### config.mk
export PLATFORM = sky130hd
export DESIGN_NAME = ppm_level_peak_hold_meter
export DESIGN_NICKNAME = d
export VERILOG_FILES = /design/src/sv/ppm_pkg.sv /design/src/sv/ppm_cfg_regs.sv /design/src/sv/ppm_ballistics.sv /design/src/sv/ppm_seg_scale.sv /design/src/sv/ppm_level_peak_hold_meter.sv
export VERILOG_INCLUDE_DIRS = /design/src /design/src/sv
export SDC_FILE = /design/constraint.sdc
export NUM_CORES = 2
export LEC_CHECK = 0
export BUFFER_PORTS_ARGS = -buffer_cell sky130_fd_sc_hd__buf_2
export CAP_MARGIN = 10
export CORE_ASPECT_RATIO = 1.25
export CORE_MARGIN = 4
export CORE_UTILIZATION = 45
export CTS_CLUSTER_DIAMETER = 40
export DETAILED_ROUTE_END_ITERATION = 8
export PLACE_DENSITY = 0.74
export SYNTH_ARGS = -nofsm -noshare
export SYNTH_HDL_FRONTEND = slang
export SYNTH_SLANG_ARGS = --single-unit
### constraint.sdc
create_clock -name clk -period 12.3 [get_ports clk]
set_clock_uncertainty 0.05 [all_clocks]
set_input_delay 3.69 -clock clk [delete_from_list [all_inputs] [get_ports clk]]
set_output_delay 3.69 -clock clk [all_outputs]
set_load 0.005 [all_outputs]
### src/sv/ppm_level_peak_hold_meter_assert.svh
// Assertion macros for the meter. Each check is sampled on the rising
// edge of clk and switched off while rst_n is low.
`ifndef PPM_LEVEL_PEAK_HOLD_METER_ASSERT_SVH
`define PPM_LEVEL_PEAK_HOLD_METER_ASSERT_SVH
`ifndef SYNTHESIS
// Consequent must hold in the same cycle as the antecedent
`define PPM_ASSERT_NOW(label, ante, cons) \
    label: assert property (@(posedge clk) disable iff (!rst_n) (ante) |-> (cons)) \
        else $error("ppm meter: same-cycle check failed");
// Consequent must hold in the cycle after the antecedent
`define PPM_ASSERT_NEXT(label, ante, cons) \
    label: assert property (@(posedge clk) disable iff (!rst_n) (ante) |=> (cons)) \
        else $error("ppm meter: next-cycle check failed");
`else
`define PPM_ASSERT_NOW(label, ante, cons)
`define PPM_ASSERT_NEXT(label, ante, cons)
`endif
`endif

### src/sv/ppm_pkg.sv
`default_nettype none

package ppm_pkg;

    // Item operation codes
    localparam logic OP_SAMPLE = 1'b0;
    localparam logic OP_TICK   = 1'b1;

    // Register map (index = byte address / 4)
    localparam int unsigned APB_ADDR_W = 4;
    localparam logic [1:0] REG_RELEASE   = 2'd0;
    localparam logic [1:0] REG_PEAK_FALL = 2'd1;
    localparam logic [1:0] REG_FLOOR     = 2'd2;
    localparam logic [1:0] REG_HOLD      = 2'd3;

    // Register reset values
    localparam logic [15:0] RELEASE_RST   = 16'd55476;
    localparam logic [15:0] PEAK_FALL_RST = 16'd64972;
    localparam logic [14:0] FLOOR_RST     = 15'd13;
    localparam logic [7:0]  HOLD_RST      = 8'd40;

    // Field widths
    localparam int unsigned SAMPLE_W    = 16;
    localparam int unsigned FACTOR_W    = 16;
    localparam int unsigned FLOOR_W     = 15;
    localparam int unsigned LEVEL_OUT_W = 15;
    localparam int unsigned SEG_OUT_W   = 7;

    // Division by 100 of a quotient below 2^15: (q * DIV_RECIP) >> DIV_SHIFT
    // is exact over the whole range.
    localparam int unsigned QUOT_W    = 15;
    localparam int unsigned DIV_SHIFT = 22;
    localparam logic [15:0] DIV_RECIP = 16'd41944;
    localparam int unsigned SEG_RAW_W = 9;

    typedef struct packed {
        logic                op;
        logic [SAMPLE_W-1:0] sample_level;
    } in_item_t;

    typedef struct packed {
        logic [LEVEL_OUT_W-1:0] level_out;
        logic [LEVEL_OUT_W-1:0] peak_out;
        logic [SEG_OUT_W-1:0]   lit_segments;
        logic [SEG_OUT_W-1:0]   peak_segment;
        logic                   peak_visible;
    } out_item_t;

    typedef struct packed {
        logic [FACTOR_W-1:0] release_factor;
        logic [FACTOR_W-1:0] peak_fall_factor;
        logic [FLOOR_W-1:0]  floor_level;
        logic [7:0]          hold_ticks;
    } cfg_t;

endpackage

`default_nettype wire

### src/sv/ppm_cfg_regs.sv
`default_nettype none

module ppm_cfg_regs
    import ppm_pkg::*;
(
    input  wire logic                  clk,
    input  wire logic                  rst_n,
    input  wire logic                  psel,
    input  wire logic                  penable,
    input  wire logic                  pwrite,
    input  wire logic [APB_ADDR_W-1:0] paddr,
    input  wire logic [31:0]           pwdata,
    output logic      [31:0]           prdata,
    output logic                       pready,
    output cfg_t                       cfg
);

    cfg_t       cfg_reg;
    logic       wr_en;
    logic [1:0] reg_idx;

    assign pready  = 1'b1;
    assign wr_en   = psel && penable && pwrite;
    assign reg_idx = paddr[3:2];
    assign cfg     = cfg_reg;

    // Register writes on the access phase
    always_ff @(posedge clk or negedge rst_n)
    begin
        if (!rst_n)
        begin
            cfg_reg.release_factor   <= RELEASE_RST;
            cfg_reg.peak_fall_factor <= PEAK_FALL_RST;
            cfg_reg.floor_level      <= FLOOR_RST;
            cfg_reg.hold_ticks       <= HOLD_RST;
        end
        else if (wr_en)
        begin
            case (reg_idx)
                REG_RELEASE:   cfg_reg.release_factor   <= pwdata[FACTOR_W-1:0];
                REG_PEAK_FALL: cfg_reg.peak_fall_factor <= pwdata[FACTOR_W-1:0];
                REG_FLOOR:     cfg_reg.floor_level      <= pwdata[FLOOR_W-1:0];
                REG_HOLD:      cfg_reg.hold_ticks       <= pwdata[7:0];
                default:       ;
            endcase
        end
    end

    // Read mux
    always_comb
    begin
        case (reg_idx)
            REG_RELEASE:   prdata = 32'(cfg_reg.release_factor);
            REG_PEAK_FALL: prdata = 32'(cfg_reg.peak_fall_factor);
            REG_FLOOR:     prdata = 32'(cfg_reg.floor_level);
            REG_HOLD:      prdata = 32'(cfg_reg.hold_ticks);
            default:       prdata = 32'd0;
        endcase
    end

endmodule

`default_nettype wire

### src/sv/ppm_ballistics.sv
`default_nettype none

module ppm_ballistics
    import ppm_pkg::*;
#(
    parameter int unsigned FRACTION_BITS = 8,
    localparam int unsigned FULL_SCALE = 100 << FRACTION_BITS,
    localparam int unsigned LEVEL_MAX  = (FULL_SCALE < 65535) ? FULL_SCALE : 65535,
    localparam int unsigned LW         = $clog2(LEVEL_MAX + 1)
)
(
    input  wire logic          clk,
    input  wire logic          rst_n,
    input  wire cfg_t          cfg,
    input  wire logic          item_valid,
    output logic               item_ready,
    input  wire in_item_t      item,
    output logic               level_valid,
    input  wire logic          level_ready,
    output logic      [LW-1:0] level,
    output logic      [LW-1:0] peak
);

    localparam int unsigned CW = (LW > FLOOR_W) ? LW : FLOOR_W;

    logic [LW-1:0] pending_level_reg;
    logic          sample_pending_reg;
    logic [LW-1:0] tracked_level_reg;
    logic [LW-1:0] held_peak_reg;
    logic [7:0]    hold_counter_reg;
    logic          level_valid_reg;

    logic [LW-1:0] tracked_level_next;
    logic [LW-1:0] held_peak_next;
    logic [7:0]    hold_counter_next;

    logic          accept;
    logic          tick;
    logic [LW-1:0] sample_clamped;
    logic [LW+15:0] lvl_prod;
    logic [LW+15:0] pk_prod;
    logic [LW-1:0] lvl_decay;
    logic [LW-1:0] pk_decay;
    logic [LW-1:0] lvl_pre;
    logic [7:0]    hold_inc;

    // State registers hold the tick result until the next stage takes it
    assign item_ready  = !level_valid_reg || level_ready;
    assign accept      = item_valid && item_ready;
    assign tick        = accept && (item.op == OP_TICK);
    assign level_valid = level_valid_reg;
    assign level       = tracked_level_reg;
    assign peak        = held_peak_reg;

    // Sample clamped to full scale
    assign sample_clamped = (32'(item.sample_level) > 32'(FULL_SCALE)) ?
                            LW'(FULL_SCALE) : LW'(item.sample_level);

    // Q0.16 decays, truncated
    assign lvl_prod  = (LW+16)'(tracked_level_reg) * (LW+16)'(cfg.release_factor);
    assign pk_prod   = (LW+16)'(held_peak_reg) * (LW+16)'(cfg.peak_fall_factor);
    assign lvl_decay = lvl_prod[LW+15:16];
    assign pk_decay  = pk_prod[LW+15:16];
    assign hold_inc  = (hold_counter_reg == 8'hFF) ? hold_counter_reg
                                                    : hold_counter_reg + 8'd1;

    // Level and peak ballistics for one tick
    always_comb
    begin
        if (sample_pending_reg)
        begin
            if (pending_level_reg >= tracked_level_reg)
                lvl_pre = pending_level_reg;
            else
                lvl_pre = (lvl_decay > pending_level_reg) ? lvl_decay : pending_level_reg;
        end
        else
        begin
            lvl_pre = lvl_decay;
        end

        if (CW'(lvl_pre) < CW'(cfg.floor_level))
            tracked_level_next = '0;
        else
            tracked_level_next = lvl_pre;

        held_peak_next    = held_peak_reg;
        hold_counter_next = hold_counter_reg;
        if (tracked_level_next > held_peak_reg)
        begin
            held_peak_next    = tracked_level_next;
            hold_counter_next = '0;
        end
        else if (held_peak_reg != '0)
        begin
            hold_counter_next = hold_inc;
            if (hold_inc > cfg.hold_ticks)
            begin
                if (CW'(pk_decay) < CW'(cfg.floor_level))
                    held_peak_next = '0;
                else
                    held_peak_next = pk_decay;
            end
        end
    end

    always_ff @(posedge clk or negedge rst_n)
    begin
        if (!rst_n)
        begin
            pending_level_reg  <= '0;
            sample_pending_reg <= 1'b0;
            tracked_level_reg  <= '0;
            held_peak_reg      <= '0;
            hold_counter_reg   <= '0;
            level_valid_reg    <= 1'b0;
        end
        else
        begin
            if (accept && (item.op == OP_SAMPLE))
            begin
                pending_level_reg  <= sample_clamped;
                sample_pending_reg <= 1'b1;
            end
            else if (tick)
            begin
                sample_pending_reg <= 1'b0;
                tracked_level_reg  <= tracked_level_next;
                held_peak_reg      <= held_peak_next;
                hold_counter_reg   <= hold_counter_next;
            end

            if (tick)
                level_valid_reg <= 1'b1;
            else if (level_ready)
                level_valid_reg <= 1'b0;
        end
    end

endmodule

`default_nettype wire

### src/sv/ppm_seg_scale.sv
`default_nettype none

module ppm_seg_scale
    import ppm_pkg::*;
#(
    parameter int unsigned SEGMENTS      = 120,
    parameter int unsigned FRACTION_BITS = 8,
    localparam int unsigned FULL_SCALE = 100 << FRACTION_BITS,
    localparam int unsigned LEVEL_MAX  = (FULL_SCALE < 65535) ? FULL_SCALE : 65535,
    localparam int unsigned LW         = $clog2(LEVEL_MAX + 1)
)
(
    input  wire logic          clk,
    input  wire logic          rst_n,
    input  wire logic          level_valid,
    output logic               level_ready,
    input  wire logic [LW-1:0] level,
    input  wire logic [LW-1:0] peak,
    output logic               result_valid,
    input  wire logic          result_ready,
    output out_item_t          result
);

    // Numerators of the two divisions by full scale (lit rounds up, peak rounds to nearest)
    localparam int unsigned LIT_MAX = LEVEL_MAX * SEGMENTS + FULL_SCALE - 1;
    localparam int unsigned PKS_MAX = LEVEL_MAX * 2 * (SEGMENTS - 1) + FULL_SCALE;
    localparam int unsigned PLW     = $clog2(LIT_MAX + 1);
    localparam int unsigned PPW     = $clog2(PKS_MAX + 1);
    localparam int unsigned MW      = QUOT_W + 16;

    logic [PLW-1:0] lit_num_reg;
    logic [PPW-1:0] pks_num_reg;
    logic [LW-1:0]  level_reg;
    logic [LW-1:0]  peak_reg;
    logic           vis_reg;
    logic           s2_valid_reg;
    out_item_t      result_reg;
    logic           result_valid_reg;

    logic [PLW-1:0] lit_num_next;
    logic [PPW-1:0] pks_num_next;
    out_item_t      result_next;
    logic           s2_adv;
    logic [QUOT_W-1:0]    lit_quot;
    logic [QUOT_W-1:0]    pks_quot;
    logic [MW-1:0]        lit_prod;
    logic [MW-1:0]        pks_prod;
    logic [SEG_RAW_W-1:0] lit_raw;
    logic [SEG_RAW_W-1:0] pks_raw;
    logic [7:0]           lit_sat;
    logic [7:0]           pks_sat;

    assign s2_adv       = s2_valid_reg && (!result_valid_reg || result_ready);
    assign level_ready  = !s2_valid_reg || s2_adv;
    assign result_valid = result_valid_reg;
    assign result       = result_reg;

    // Stage 2: constant multiplies, rounding offsets folded in
    assign lit_num_next = PLW'(PLW'(level) * PLW'(SEGMENTS) + PLW'(FULL_SCALE - 1));
    assign pks_num_next = PPW'(PPW'(peak) * PPW'(2 * (SEGMENTS - 1)) + PPW'(FULL_SCALE));

    always_ff @(posedge clk)
    begin
        if (level_valid && level_ready)
        begin
            lit_num_reg <= lit_num_next;
            pks_num_reg <= pks_num_next;
            level_reg   <= level;
            peak_reg    <= peak;
            vis_reg     <= (peak > level);
        end
    end

    // Stage 3: divide by 100 << FRACTION_BITS (peak by twice that) as shift then reciprocal multiply
    assign lit_quot = QUOT_W'(lit_num_reg >> FRACTION_BITS);
    assign pks_quot = QUOT_W'(pks_num_reg >> (FRACTION_BITS + 1));
    assign lit_prod = MW'(lit_quot) * MW'(DIV_RECIP);
    assign pks_prod = MW'(pks_quot) * MW'(DIV_RECIP);
    assign lit_raw  = lit_prod[DIV_SHIFT+SEG_RAW_W-1:DIV_SHIFT];
    assign pks_raw  = pks_prod[DIV_SHIFT+SEG_RAW_W-1:DIV_SHIFT];
    assign lit_sat  = (lit_raw > SEG_RAW_W'(SEGMENTS)) ? 8'(SEGMENTS) : 8'(lit_raw);
    assign pks_sat  = (pks_raw > SEG_RAW_W'(SEGMENTS - 1)) ? 8'(SEGMENTS - 1) : 8'(pks_raw);

    always_comb
    begin
        result_next.level_out    = LEVEL_OUT_W'(level_reg);
        result_next.peak_out     = LEVEL_OUT_W'(peak_reg);
        result_next.lit_segments = SEG_OUT_W'(lit_sat);
        result_next.peak_segment = vis_reg ? SEG_OUT_W'(pks_sat) : '0;
        result_next.peak_visible = vis_reg;
    end

    always_ff @(posedge clk)
    begin
        if (s2_adv)
            result_reg <= result_next;
    end

    // Valid flags
    always_ff @(posedge clk or negedge rst_n)
    begin
        if (!rst_n)
        begin
            s2_valid_reg     <= 1'b0;
            result_valid_reg <= 1'b0;
        end
        else
        begin
            if (level_valid && level_ready)
                s2_valid_reg <= 1'b1;
            else if (s2_adv)
                s2_valid_reg <= 1'b0;

            if (s2_adv)
                result_valid_reg <= 1'b1;
            else if (result_ready)
                result_valid_reg <= 1'b0;
        end
    end

endmodule

`default_nettype wire

### src/sv/ppm_level_peak_hold_meter.sv
// Peak programme meter level tracker with peak hold. Sample items latch a
// pending level and give no result; each tick item updates level and peak
// and gives one result with the bar segment counts. One item is accepted
// every clock cycle while item_ready is high; a tick's result is registered
// through the state register, a segment-product register and the result
// register. The level/peak state update (two 16-bit factor multiplies and
// their compares) sits between the input port and the state registers and
// sets the cycle time. The user is to write registers over the APB port
// only while no item is in flight; the block itself does not enforce it.
`default_nettype none

`include "ppm_level_peak_hold_meter_assert.svh"

module ppm_level_peak_hold_meter
    import ppm_pkg::*;
#(
    parameter int unsigned SEGMENTS      = 120,
    parameter int unsigned FRACTION_BITS = 8
)
(
    input  wire logic                  clk,
    input  wire logic                  rst_n,
    input  wire logic                  psel,
    input  wire logic                  penable,
    input  wire logic                  pwrite,
    input  wire logic [APB_ADDR_W-1:0] paddr,
    input  wire logic [31:0]           pwdata,
    output logic      [31:0]           prdata,
    output logic                       pready,
    input  wire logic                  item_valid,
    output logic                       item_ready,
    input  wire in_item_t              item,
    output logic                       result_valid,
    input  wire logic                  result_ready,
    output out_item_t                  result
);

    localparam int unsigned FULL_SCALE = 100 << FRACTION_BITS;
    localparam int unsigned LEVEL_MAX  = (FULL_SCALE < 65535) ? FULL_SCALE : 65535;
    localparam int unsigned LW         = $clog2(LEVEL_MAX + 1);

    cfg_t          cfg;
    logic          bl_valid;
    logic          bl_ready;
    logic [LW-1:0] bl_level;
    logic [LW-1:0] bl_peak;

    ppm_cfg_regs u_cfg (
        .clk     (clk),
        .rst_n   (rst_n),
        .psel    (psel),
        .penable (penable),
        .pwrite  (pwrite),
        .paddr   (paddr),
        .pwdata  (pwdata),
        .prdata  (prdata),
        .pready  (pready),
        .cfg     (cfg)
    );

    ppm_ballistics #(
        .FRACTION_BITS (FRACTION_BITS)
    ) u_ballistics (
        .clk         (clk),
        .rst_n       (rst_n),
        .cfg         (cfg),
        .item_valid  (item_valid),
        .item_ready  (item_ready),
        .item        (item),
        .level_valid (bl_valid),
        .level_ready (bl_ready),
        .level       (bl_level),
        .peak        (bl_peak)
    );

    ppm_seg_scale #(
        .SEGMENTS      (SEGMENTS),
        .FRACTION_BITS (FRACTION_BITS)
    ) u_seg (
        .clk          (clk),
        .rst_n        (rst_n),
        .level_valid  (bl_valid),
        .level_ready  (bl_ready),
        .level        (bl_level),
        .peak         (bl_peak),
        .result_valid (result_valid),
        .result_ready (result_ready),
        .result       (result)
    );

    // Hidden peak marker reads as segment zero
    `PPM_ASSERT_NOW(a_hidden_peak_seg, result_valid && !result.peak_visible, result.peak_segment == '0)
    // Tracked level never passes full scale
    `PPM_ASSERT_NOW(a_level_range, bl_valid, 32'(bl_level) <= 32'(LEVEL_MAX))
    // A stalled tick result keeps its level and peak until taken
    `PPM_ASSERT_NEXT(a_bl_hold, bl_valid && !bl_ready, bl_valid && $stable(bl_level) && $stable(bl_peak))

endmodule

`default_nettype wire
# --- After elaboration in Yosys (flattened, before gate mapping) ---
# Index checks and enable logic that the tools add are counted.
classes:
  n_addsub: 3
  n_mul: 6
  order_cmp: 10
  eq_ne: 4
  muxes: 22
  bitwise: 3
  reduce_logical: 29
op_table:
  columns: ["operator", "n"]
  rows:
  - ["15-bit 2-to-1 mux", 9]
  - ["32-bit case mux with 4 select lines", 1]
  - ["15-bit by 16-bit multiplier with 31-bit output", 2]
  - ["14-bit by 13-bit multiplier with 27-bit output, second input constant", 2]
  - ["15-bit > comparator", 3]
  - ["15-bit < comparator", 2]
  - ["8-bit 2-to-1 mux", 3]
  - ["23-bit by 15-bit adder with 23-bit output, second input constant", 1]
  - ["22-bit by 15-bit adder with 22-bit output, second input constant", 1]
  - ["15-bit by 7-bit multiplier with 22-bit output, second input constant", 1]
  - ["15-bit by 4-bit multiplier with 19-bit output, second input constant", 1]
  - ["16-bit by 15-bit > comparator with 1-bit output, second input constant", 1]
  - ["15-bit greater-or-equal comparator", 1]
  - ["15-bit nonzero test", 1]
  - ["2-bit nonzero test", 6]
  - ["2-bit AND reduction", 5]
  - ["9-bit by 7-bit > comparator with 1-bit output, second input constant", 1]
  - ["8-bit by 1-bit adder with 8-bit output, second input constant", 1]
  - ["8-bit == test, second input constant", 1]
  - ["8-bit by 7-bit > comparator with 1-bit output, second input constant", 1]
  - ["8-bit > comparator", 1]
  - ["1-bit 2-to-1 mux", 8]
  - ["1-bit logical AND", 7]
  - ["7-bit 2-to-1 mux", 1]
  - ["9 further kinds", 16]
word_totals:
  regBits: 233
  elab_cells: 100

# --- Longest topological paths before layout ---
depth:
  ltp_word: 10
  depth_mapped: 61

# --- Modules after synthesis ---
# Synthesis repeated with hierarchy kept, for this count alone.
unflattened:
  cells_unflattened: 3770
  area_unflattened_um2: 36985.5
by_module_without_submodules:
  columns: ["module", "instances", "cells_per_inst", "area_each_um2", "seq_area_each_um2"]
  rows:
  - ["ppm_ballistics", 1, 2254, 19636.3, 1376.3]
  - ["ppm_seg_scale", 1, 1339, 14704.1, 3173.0]
  - ["ppm_cfg_regs", 1, 177, 2645.0, 1406.3]

# --- Least setup slack after synthesis ---
# OpenSTA, ideal clock, no wires.
synth_timing:
  kind: "register to register"
  startpoint: "register u_ballistics.tracked_level_reg[6] (netlist: u_ballistics.level[6])"
  endpoint: "register u_ballistics.held_peak_reg[5] (netlist: u_ballistics.peak[5])"
  setup_ns: 0.083
  arrival_time_ns: 11.932
  required_ns: 12.167
  slack_ns: 0.235
  path_stages_with_launch: 60
  period_less_slack_ns: 12.065
  cell_sequence: "dfrtp_1 clkbuf_1 clkbuf_1 nand2_1 fa_1 fa_1 inv_1 fa_1 fa_1 fa_1 inv_1 fa_1 inv_1 ha_1 nand4_1 a21o_1 a31oi_1 o211a_1 [... 24 more ...] o21a_1 buf_4 buf_2 nor2_1 ha_1 nor2b_1 o21a_1 o21a_1 o21ai_1 a211oi_1 o21a_1 buf_2 o31ai_2 or2_2 clkbuf_1 buf_2 a22oi_1 o21ai_0"
synth_via:
  elab_chain_len: 10
  word_cells_on_any_way: 13
  cone_classes: "1 x mul; 4 x order compare; 5 x mux; 3 x reduce/logical"
synth_lines:
  columns: ["element", "line", "rtl"]
  rows:
  - ["start, declared", "ppm_ballistics.sv:28", "logic [LW-1:0] tracked_level_reg;"]
  - ["start signal, assigned", "ppm_ballistics.sv:128", "tracked_level_reg <= tracked_level_next;"]
  - ["15-bit by 16-bit multiplier with 31-bit output", "ppm_ballistics.sv:60", "assign lvl_prod = (LW+16)'(tracked_level_reg) * (LW+16)'(cfg.release_factor);"]
  - ["15-bit > comparator", "ppm_ballistics.sv:75", "lvl_pre = (lvl_decay > pending_level_reg) ? lvl_decay : pending_level_reg;"]
  - ["15-bit 2-to-1 mux", "ppm_ballistics.sv:75", null]
  - ["15-bit 2-to-1 mux", "ppm_ballistics.sv:72", "if (pending_level_reg >= tracked_level_reg)"]
  - ["15-bit 2-to-1 mux *", "ppm_ballistics.sv:70", "if (sample_pending_reg)"]
  - ["15-bit < comparator", "ppm_ballistics.sv:82", "if (CW'(lvl_pre) < CW'(cfg.floor_level))"]
  - ["15-bit 2-to-1 mux *", "ppm_ballistics.sv:82", null]
  - ["named net u_ballistics.tracked_level_next[1]", "ppm_ballistics.sv:33", "logic [LW-1:0] tracked_level_next;"]
  - ["15-bit > comparator *", "ppm_ballistics.sv:89", "if (tracked_level_next > held_peak_reg)"]
  - ["2-bit nonzero test (no source line)", null, null]
  - ["4-bit AND reduction (no source line)", null, null]
  - ["end signal, assigned", "ppm_ballistics.sv:129", "held_peak_reg <= held_peak_next;"]
  - ["end, declared", "ppm_ballistics.sv:29", "logic [LW-1:0] held_peak_reg;"]
# The timed path passes the listed nets; every way through them passes the cells marked *.
# A chain may end at the register's enable or synchronous reset.

# --- Worst setup path after layout ---
layout_timing:
  startpoint: "register u_cfg.cfg_reg (netlist bit u_cfg.cfg[54])"
  endpoint: "register u_ballistics.held_peak_reg[14] (netlist: u_ballistics.peak[14])"
layout_via:
  elab_chain_len: 10
  word_cells_on_any_way: 12
  cone_classes: "1 x mul; 3 x order compare; 5 x mux; 3 x reduce/logical"
layout_lines:
  columns: ["element", "line", "rtl"]
  rows:
  - ["start, declared", "ppm_cfg_regs.sv:18", "cfg_t cfg_reg;"]
  - ["15-bit by 16-bit multiplier with 31-bit output *", "ppm_ballistics.sv:60", null]
  - ["15-bit > comparator", "ppm_ballistics.sv:75", null]
  - ["15-bit 2-to-1 mux", "ppm_ballistics.sv:75", null]
  - ["15-bit 2-to-1 mux", "ppm_ballistics.sv:72", null]
  - ["15-bit 2-to-1 mux *", "ppm_ballistics.sv:70", null]
  - ["15-bit < comparator", "ppm_ballistics.sv:82", null]
  - ["15-bit 2-to-1 mux *", "ppm_ballistics.sv:82", null]
  - ["named net u_ballistics.tracked_level_next[12]", "ppm_ballistics.sv:33", null]
  - ["15-bit > comparator *", "ppm_ballistics.sv:89", null]
  - ["2-bit nonzero test (no source line)", null, null]
  - ["4-bit AND reduction (no source line)", null, null]
# Marked as above.

==> summary.md <==
| Metric | Value |
|---|---|
| Hold_sp | u_seg.level_reg[8] |
| Rows | roughly 120 |
| Largest register FFs | 55 |
| Mean Syn Cell Area | 9.83 um^2 |
| Max Buffers Root-to-Sink | 3 |
| Worst Setup End Kind | register |
| DR pass1 iterations | 6 |
| Worst path arrival time | 12.24 ns |
| Crit path from | u_cfg.cfg[54] |
| FF/Latch Area | 5990 um^2 |
| Netlist cell types | between 80 and 90 |
| Skew-Pair Late Insertion Delay | between 0.5 and 0.6 ns |
| Detail Placement HPWL | between 70000 and 80000 um |
| Multi-input gate area | between 20000 and 30000 um^2 |
| Type of the worst setup path | register to register |
| Run status | finished, final reports clean |
| NumNets Final | approximately 5000 |
| Antenna violations before repair | 2 |
| Area Overhead vs Synth | 9.36% |
| Htree depth | 2 |
| CP Max Fanout | 17 |
| Warnings from Yosys | 0 |
| WP data required | between 10 and 15 ns |
| Iter 0 DRT Violations | roughly 1600 |
| Vias | 26600 |
| Ys async rst share | between 50% and 60% |
| Synth area leaders | fa_1 30%, ha_1 19%, edfxtp_1 8.5% |
| Routed len/inst | 18.0 um |
| Post-synth top area share | between 30% and 40% |
| Global-route wire length before repair | ~150000 um |
| Max incr delay on CP | about 0.54 ns |
| Top FF cell, synth | edfxtp_1 |
| DR DRC count | 0 |
| Die footprint | about 86000 um^2 |
| Die Height | about 330 um |
| Crit path top cell by count | a21o_1 |
| Core footprint | roughly 81000 um^2 |
| Actual slew at the worst max-slew pin | roughly 1.1 ns |
| GRT Util Overall | about a fifth |
| Clock root buffer master | clkbuf_16 |
| CTS sink count | 216 |
| Slew margin rel. | a little over a quarter |
| Fin crit period | 11.87 ns |
| Post-synth top cells | 780 x inv_1, 559 x fa_1, 557 x ha_1 |
| Largest net degree at the start of global routing | 70 |
| Vias in the first global route | 28100 |
| Final setup viols | 0 |
| Min-Delay Endpoint | u_seg.result[38] |
| Hold path depth | 0 |
| Cell taking the most area after synthesis | fa_1 |
| Total gr overflow | 0 |
| R2r setup slk | roughly 0.43 ns |
| CTS tree | done |
| Share of cells above drive strength 1 | 10.5% |
| Antenna viol nets, final | 0 |
| I/O pin total | 140 |
| Die Span X | between 200 and 300 um |
| Worst-path clk slew | around 0.060 ns |
| Synth Instances | 3738 |
| Worst R2R End | u_ballistics.peak[14] |
| Max Fclk | roughly 84 MHz |
| Worst r2r path cells | 54 |
| Synth Register Bits | 216 |
| Post-synth EDFFs | roughly 100 |
| Netlist Area Pre-Place | 36700 um^2 |
| Cts hold-fix bufs | 0 |
| MaxCap Viol Count | 0 |
| Max Slew Vio Count | 0 |
| Register area share after synthesis | around 16% |
| Most common cell in the netlist | inv_1 |
| Startpoint type of the worst setup path | register |
| Input/output buffers | ~100 |
| Reg-to-Reg Start | u_cfg.cfg[54] |
| GPL Wtd Cong | 0.931 |
| Slowest stage cell, crit path | dfstp_4 |
| Hold Crit Class | register to register |
| Drt via density | around 5.4 |
| Starting Density | 45.6% |
| Detailed Route WL | slightly below 90000 um |
| Final hold violations | 0 |
| Fillers | around 7200 |
| Number of CTS-inserted buffers | 34 |
| Final core utilization | 49.9% |
| Final worst-path cycle share | 96.5% |
kinds of logic after synthesis:
| kind of cell | Yosys count | share of synthesized area [%] |
|---|---|---|
| adder cells (fa/ha/maj) | 1116 | 49.4 |
| AND/OR/NAND/NOR | 918 | 12.5 |
| buffers and inverters | 903 | 9.45 |
| AO/OA/AOI/OAI | 417 | 7.71 |
| flip-flops | 216 | 16.2 |
| XOR/XNOR | 97 | 2.33 |
| multiplexers | 69 | 2.33 |
| other | 2 | 0.0204 |
layout make-up:
class                      count  area share (%)
inverter                     780            7.29
tap                         1062            3.31
antenna                        1         0.00623
multi-input combinational   2634            68.4
timing repair buffer         199            3.14
clock buffer                  38            2.20
sequential                   216            14.9
clock inverter                23           0.738
layout by cell type (no fill, tap or decap), types with 17 or more instances in the layout:
cell type and n:
conb_1 17, o21ai_0 78, a21oi_1 99, nand4_1 30
buf_4 92, mux2_2 47, buf_2 103, xor2_1 35
ha_1 555, nor2_1 91, dfrtp_1 76, and2_1 246
clkbuf_16 34, nor3_1 45, nand2_1 354, edfxtp_1 104
inv_1 780, xnor2_1 61, o21a_1 33, fa_1 559
dfstp_2 18, a21o_1 45, nand3_1 47
through the flow:
step / hold slack, ns / TNS, ns / setup WS (ns) / instances / area [um^2]
finish: 0.367 / 0 / 0.428 / 4953 / 40200
global route: 0.372 / -1.16 / -0.152 / 4952 / 40200
CTS: 0.366 / -0.0230 / -0.0230 / 4946 / 40000
detailed placement: 0.355 / -0.0431 / -0.0431 / 4885 / 38800
global placement: 0.353 / 0 / 0.0480 / 4885 / 38800
floorplan: 0.350 / 0 / 0.235 / 3753 / 36800
per-layer routing:
metal  global-route usage (%)  share of wire, %  up-vias
li1                         -                 -    12200
met1                     26.4                40    13400
met2                     36.0                50      783
met3                     2.25               5.5      215
met4                     9.29               5.2        0
met5                        0                 0        -
repair_timing:
action	in CTS	in global routing
pin swaps	0	2
gates resized for setup	1	48
setup buffers	0	6
endpoints found under the setup margin	2	23
worst max-delay path by stage:
| stage | slack (ns) | endpoint |
|---|---|---|
| after CTS | -0.02 | u_ballistics.peak[14] |
| after global placement | 0.05 | u_ballistics.peak[13] |
| after detailed placement | -0.04 | u_ballistics.peak[13] |
| after floorplan | 0.24 | u_ballistics.peak[5] |
| final | 0.43 | u_ballistics.peak[14] |
| after global routing | -0.15 | u_ballistics.peak[13] |
worst max-delay path, delay by kind of cell, from the launching register on:
family                     cells  cell delay (ns)
AOI/OAI and AO/OA             22             4.26
xor gates and xnor gates       1             0.06
adders and majority gates     10             4.23
buffers and inverters          9             1.07
DFF                            1             0.54
and+or+nand+nor               12             1.53
Power is not shown: default switching activity piles up to over one toggle a cycle in this logic, so the estimate is an artifact.
